`config.mk`:
```
export PLATFORM = sky130hd
export DESIGN_NAME = srg_ctrl
export DESIGN_NICKNAME = d
export VERILOG_FILES = /design/src/design/sorted_run_group_mean_stdev_defines.svh /design/src/design/srg_pkg.sv /design/src/design/srg_ctrl.sv
export SDC_FILE = /design/constraint.sdc
export NUM_CORES = 1
export LEC_CHECK = 0
export ABC_AREA = 1
export BUFFER_PORTS_ARGS = -buffer_cell sky130_fd_sc_hd__buf_2
export CELL_PAD_IN_SITES_DETAIL_PLACEMENT = 1
export CELL_PAD_IN_SITES_GLOBAL_PLACEMENT = 2
export CORE_UTILIZATION = 26
export CTS_CLUSTER_DIAMETER = 40
export DETAILED_ROUTE_END_ITERATION = 16
export GPL_TIMING_DRIVEN = 0
export HOLD_SLACK_MARGIN = 0.12
export PLACE_DENSITY = 0.81
export SYNTH_ARGS = -nofsm -noshare
export SYNTH_HDL_FRONTEND = slang
export SYNTH_SLANG_ARGS = --single-unit
```
`constraint.sdc`:
```
create_clock -name clk_i -period 1.5 [get_ports clk_i]
set_clock_uncertainty 0.1 [all_clocks]
set_input_delay 0.3 -clock clk_i [delete_from_list [all_inputs] [get_ports clk_i]]
set_output_delay 0.3 -clock clk_i [all_outputs]
set_load 0.02 [all_outputs]
```
`src/design/sorted_run_group_mean_stdev_defines.svh`:
```
// Assertion macros shared by the sorted run grouping block.
// Include this header in files that hold concurrent assertions.
`ifndef SORTED_RUN_GROUP_MEAN_STDEV_DEFINES_SVH
`define SORTED_RUN_GROUP_MEAN_STDEV_DEFINES_SVH

// Implication check with an asynchronous active-low reset.
`define SRG_ASSERT_IMP(lbl, clk, rstn, ante, cons) \
  lbl: assert property (@(posedge clk) disable iff (!rstn) (ante) |-> (cons)) \
    else $error("assertion failed");

// Next-cycle implication check with an asynchronous active-low reset.
`define SRG_ASSERT_NXT(lbl, clk, rstn, ante, cons) \
  lbl: assert property (@(posedge clk) disable iff (!rstn) (ante) |=> (cons)) \
    else $error("assertion failed");

`endif

```
`src/design/srg_pkg.sv`:
```
// Shared types and constants of the sorted run grouping block.
// No dependencies.
package srg_pkg;

  localparam int unsigned KeyW    = 32;
  localparam int unsigned ValW    = 24;
  localparam int unsigned SumW    = 40;
  localparam int unsigned SqW     = 64;
  localparam int unsigned CntW    = 16;
  localparam int unsigned CfgW    = 2;
  localparam int unsigned MaxCols = 3;

  // Commands from controller to datapath.
  typedef struct packed {
    logic accum;      // add the held row to the open group
    logic start_key;  // load the open key from the held row
    logic clear;      // close the open group
    logic col_start;  // begin arithmetic for one column
    logic [1:0] col;  // column under work
    logic col_use;    // column is in use
    logic out_load;   // move the finished group into the output register
  } srg_cmd_t;

  // Status from datapath to controller.
  typedef struct packed {
    logic col_done;   // column arithmetic finished
    logic key_differ; // held row key differs from the open key
  } srg_sts_t;

endpackage

```
`src/design/srg_ctrl.sv`:
```
// Controller: sequences row intake, group closing and per-column arithmetic.
// Depends on srg_pkg.
module srg_ctrl (
  input  logic              clk_i,
  input  logic              rst_ni,
  input  logic              in_acc_i,
  input  logic              final_row_i,
  input  logic [1:0]        cols_i,
  input  logic              out_take_i,
  input  srg_pkg::srg_sts_t sts_i,
  output srg_pkg::srg_cmd_t cmd_o,
  output logic              in_stall_o,
  output logic              out_valid_o,
  output logic              out_last_o
);
  import srg_pkg::*;

  localparam logic [2:0] StIdle  = 3'd0;
  localparam logic [2:0] StCheck = 3'd1;
  localparam logic [2:0] StCol   = 3'd2;
  localparam logic [2:0] StWait  = 3'd3;
  localparam logic [2:0] StEmit  = 3'd4;
  localparam logic [2:0] StAdd   = 3'd5;

  logic [2:0] st_q, st_d;
  logic open_q, open_d, fin_q, fin_d, last_q, last_d, ov_q, ov_d, ol_q, ol_d;
  logic [1:0] col_q, col_d;

  always_comb begin
    st_d = st_q; open_d = open_q; fin_d = fin_q; last_d = last_q;
    col_d = col_q; ov_d = ov_q; ol_d = ol_q;
    cmd_o = '0;
    cmd_o.col = col_q;
    cmd_o.col_use = (col_q < cols_i);
    if (out_take_i) ov_d = 1'b0;
    unique case (st_q)
      StIdle: if (in_acc_i) begin
        fin_d = final_row_i;
        st_d  = StCheck;
      end
      StCheck: begin
        if (open_q && sts_i.key_differ) begin
          last_d = 1'b0; col_d = 2'd0; st_d = StCol;
        end else st_d = StAdd;
      end
      StAdd: begin
        if (!open_q) cmd_o.start_key = 1'b1;
        cmd_o.accum = 1'b1;
        open_d = 1'b1;
        if (fin_q) begin
          fin_d = 1'b0; last_d = 1'b1; col_d = 2'd0; st_d = StCol;
        end else st_d = StIdle;
      end
      StCol: begin
        cmd_o.col_start = 1'b1; st_d = StWait;
      end
      StWait: if (sts_i.col_done) begin
        if (col_q == 2'd2) st_d = StEmit;
        else begin col_d = col_q + 1'b1; st_d = StCol; end
      end
      StEmit: if (!ov_q || out_take_i) begin
        cmd_o.out_load = 1'b1;
        cmd_o.clear = 1'b1; open_d = 1'b0;
        ov_d = 1'b1; ol_d = last_q;
        st_d = last_q ? StIdle : StAdd;
      end
      default: st_d = StIdle;
    endcase
  end

  always_ff @(posedge clk_i or negedge rst_ni) begin
    if (!rst_ni) begin
      st_q <= StIdle; open_q <= 1'b0; fin_q <= 1'b0; last_q <= 1'b0;
      col_q <= '0; ov_q <= 1'b0; ol_q <= 1'b0;
    end else begin
      st_q <= st_d; open_q <= open_d; fin_q <= fin_d; last_q <= last_d;
      col_q <= col_d; ov_q <= ov_d; ol_q <= ol_d;
    end
  end

  assign in_stall_o  = (st_q != StIdle);
  assign out_valid_o = ov_q;
  assign out_last_o  = ol_q;
endmodule

```
==> impl_metrics.yaml <==
critical_path:
  r2r_cells: 9
  critPathTopFamily: "flip-flops"
  rr_startpoint: "st_q[0]"
  cp-startpoint: "st_q[0]"
  r2r_slack_ns: 0.07
  arrival_ns: 1.30
  path_cells: "buf_6 > nor2_4 > nand2_4 > a21oi_4 > buf_6 > buf_6"
  path_buf_inv: 3
  regToRegEndpoint: "st_q[1]"
  cp-end-kind: "primary output"
  path_depth: 6
  cp_slowest_cell: "dfrtp_1"
  crit_required_ns: 1.10
  crit_fanout: 5
  critical_path.max_stage_delay_ns: 0.37
  critical_path_class: "reg2out"
  start_kind: "register"
  crit_top_cell: "buf_6"
clock_network:
  clk_pin_slew_worst_paths_ns: 0.07
  clk_path_buf_depth: 2
  clk-insertion-delay-late_ns: 0.27
  cts_tree: "built"
  cts_root_buffer: "clkbuf_4"
  clkSinkCount: 10
  cts_max_level: 1
  cts_buffers: 3
detailed_routing:
  drtAntennaViolNets: 0
  first_pass_iters: 4
  drc_errors: 0
  routed_via_density: 4.553
  vias: 733
  wl_mm: 2.091
  first_iter_violations: 6
  routedWlPerCell_um: 12.99
pwr:
  switching_share: 0.4605
  power.switching_uw: 1011
  power_uw: 2197
  vdd_ir_drop_max_mv: 0.9161
  pwr_density_cell_mw_per_mm2: 2046
  internal_power_uw: 1185
  p_leak_uw: 0.0006164
  seq_power_share: 0.231
  power.share.combinational: 0.658
  clkPwrFrac: 0.111
final_layout:
  area_delta_synth_final_pct: 58.01
  nFillCells: 322
  n_antenna_cell: 0
  drive_gt1_frac: 0.4885
  nets: 143
  final_cell_count_no_fill: 161
  design_area_mm2: 0.001074
placement:
  dp_hpwl_mm: 1.432
  dpl_worst_slack_ns: -0.1069
  gp_congestion: 0.8435
  postPlaceCellArea_um2: 819.5
  io_buffers: 19
  dp_cells: 141
hold_path:
  min_path_cells: 3
  hold_path.startpoint: "in_acc_i"
  worstHoldPathType: "in2reg"
  hold_end: "fin_q"
sta:
  worst_slew_pin_slew_ns: 0.2436
  fin_ws_ns: -0.2023
  hold_violations: 0
  min_period_over_period: 1.135
  max_freq_mhz: 587.5
  min_period_ns: 1.702
  setup_violations: 7
  rsz0062_at_grt: "true"
  drv_slew: 0
  max_slew_margin: 0.8376
floorplan:
  fp.coreArea_mm2: 0.002477
  die_area_mm2: 0.002822
  boundaryPins: 20
  chipHeight_um: 53.12
  rows: 18
  start_util: 0.2742
  fp.dieW_um: 53.12
run_status:
  violations: "setup timing"
  status: "complete, but fails checks"
synthesis:
  synth.distinct_cells: 22
  syn_area_per_cell_um2: 7.385
  yosys_warnings: 0
  seq_area_frac_synth: 0.3683
  synth_area_um2: 679.4
  syn-num-nets: 103
  syn_inst: 92
  synth-seq-cells: 10
global_routing:
  grt_overflow: 0
  grt_pass1_vias: 722
  antenna_found_initial: 0
  grt_max_degree: 11
  grt_pass1_wl_mm: 3.243
  gr-usage-all-layers: 0.1624
job:
  maxCapViolations: 0
layout by cell type (no fill, tap or decap):
cell           instances
a21oi_1                2
a21oi_2                1
a21oi_4                2
buf_2                 14
buf_4                 16
buf_6                  7
clkbuf_4               3
clkbuf_8               1
dfrtp_1                8
dfrtp_2                2
dlygate4sd3_1          1
ha_1                   1
ha_4                   1
inv_1                 13
inv_4                  2
nand2_1               19
nand2_2                3
nand2_4                1
nand3_1                7
nand3_2                2
nand4_1                1
nand4_2                2
nor2_1                 8
nor2_2                 4
nor2_4                 2
o21a_1                 1
o21ai_0                2
o21ai_1                1
o21ai_2                1
o21bai_1               2
o22ai_1                1
per-stage QoR:
stage / util / hold slack, ns / TNS, ns
4_1_cts: 0.4025 / 0.2408 / -1.141
3_5_place_dp: 0.3308 / 0.08095 / -0.1796
2_1_floorplan: - / -0.09559 / 0
6_report: 0.4333 / 0.2462 / -0.9714
3_3_place_gp: 0.3308 / 0.08001 / -0.09731
5_1_grt: 0.4333 / 0.2698 / -1.402
worst min-delay path, cell delays in order:
cell,delay [ns]
buf_2,0.12
nand3_1,0.09
a21oi_1,0.07
synth_stat cells:
| cell type | instances | share of area |
|---|---|---|
| a21oi_1 | 4 | 0.029 |
| a21oi_4 | 1 | 0.024 |
| buf_4 | 2 | 0.022 |
| buf_6 | 1 | 0.017 |
| dfrtp_1 | 10 | 0.37 |
| ha_1 | 2 | 0.037 |
| inv_1 | 13 | 0.072 |
| inv_2 | 2 | 0.011 |
| nand2_1 | 21 | 0.12 |
| nand2_2 | 2 | 0.018 |
| nand3_1 | 9 | 0.066 |
| nand4_1 | 1 | 0.0092 |
| nand4_2 | 2 | 0.037 |
| nor2_1 | 11 | 0.061 |
| nor2_2 | 2 | 0.018 |
| nor2_4 | 1 | 0.017 |
| o21a_1 | 1 | 0.011 |
| o21ai_0 | 2 | 0.015 |
| o21ai_1 | 1 | 0.0074 |
| o21ai_2 | 1 | 0.013 |
| o21bai_1 | 2 | 0.022 |
| o22ai_1 | 1 | 0.0092 |
timing repair:
item | CTS | global route
resized for setup | 16 | 10
buffers inserted | 11 | 4
setup endpoints to repair | 7 | 9
pin swaps | 2 | 4
hold buffers | 1 | 0
endpoints found under the hold margin | 10 | 0
cells by family after synthesis:
kind of cell,synth area share
AO/OA/AOI/OAI,0.1308
adder cells (fa/ha/maj),0.03683
buffers and inverters,0.1215
flip-flops,0.3683
AND/OR/NAND/NOR,0.3425
routing by layer:
metal / routed length, um / GRT usage / part of all wire
met1: 939 / 0.2080 / 0.45
met2: 1134 / 0.2743 / 0.54
met3: 17 / 0.008621 / 0.0081
met4: 0 / 0.07895 / 0
met5: 0 / 0 / 0
worst max-delay path by stage:
stage	end	slack (ns)
4_1_cts	cmd_o[5]	-0.22
3_5_place_dp	cmd_o[5]	-0.11
2_1_floorplan	cmd_o[5]	0.02
3_3_place_gp	cmd_o[5]	-0.08
6_report	cmd_o[5]	-0.20
5_1_grt	cmd_o[5]	-0.27
final cells by class:
type,instances,area (um2),share of cell area
Multi-Input combinational cell,64,406.6,0.3788
Timing Repair Buffer,35,249.0,0.2319
Buffer,3,30.03,0.02797
Sequential cell,10,252.7,0.2354
Clock buffer,4,36.28,0.03380
Inverter,15,61.31,0.05711
Tap cell,30,37.54,0.03497
registers in the layout, indices dropped and copies added (netlist names):
signal	flops
col_q	2
fin_q	1
last_q	1
open_q	1
out_last_o	1
out_valid_o	1
st_q	3
power by group through the flow:
stage	sequential (uW)	combinational, uW	clock (uW)
6_report	507	1450	244
5_1_grt	522	1580	268
4_1_cts	499	1270	254
3_5_place_dp	508	981	0
3_3_place_gp	497	953	0
2_1_floorplan	536	678	0
(Power assumes the default switching activity.)
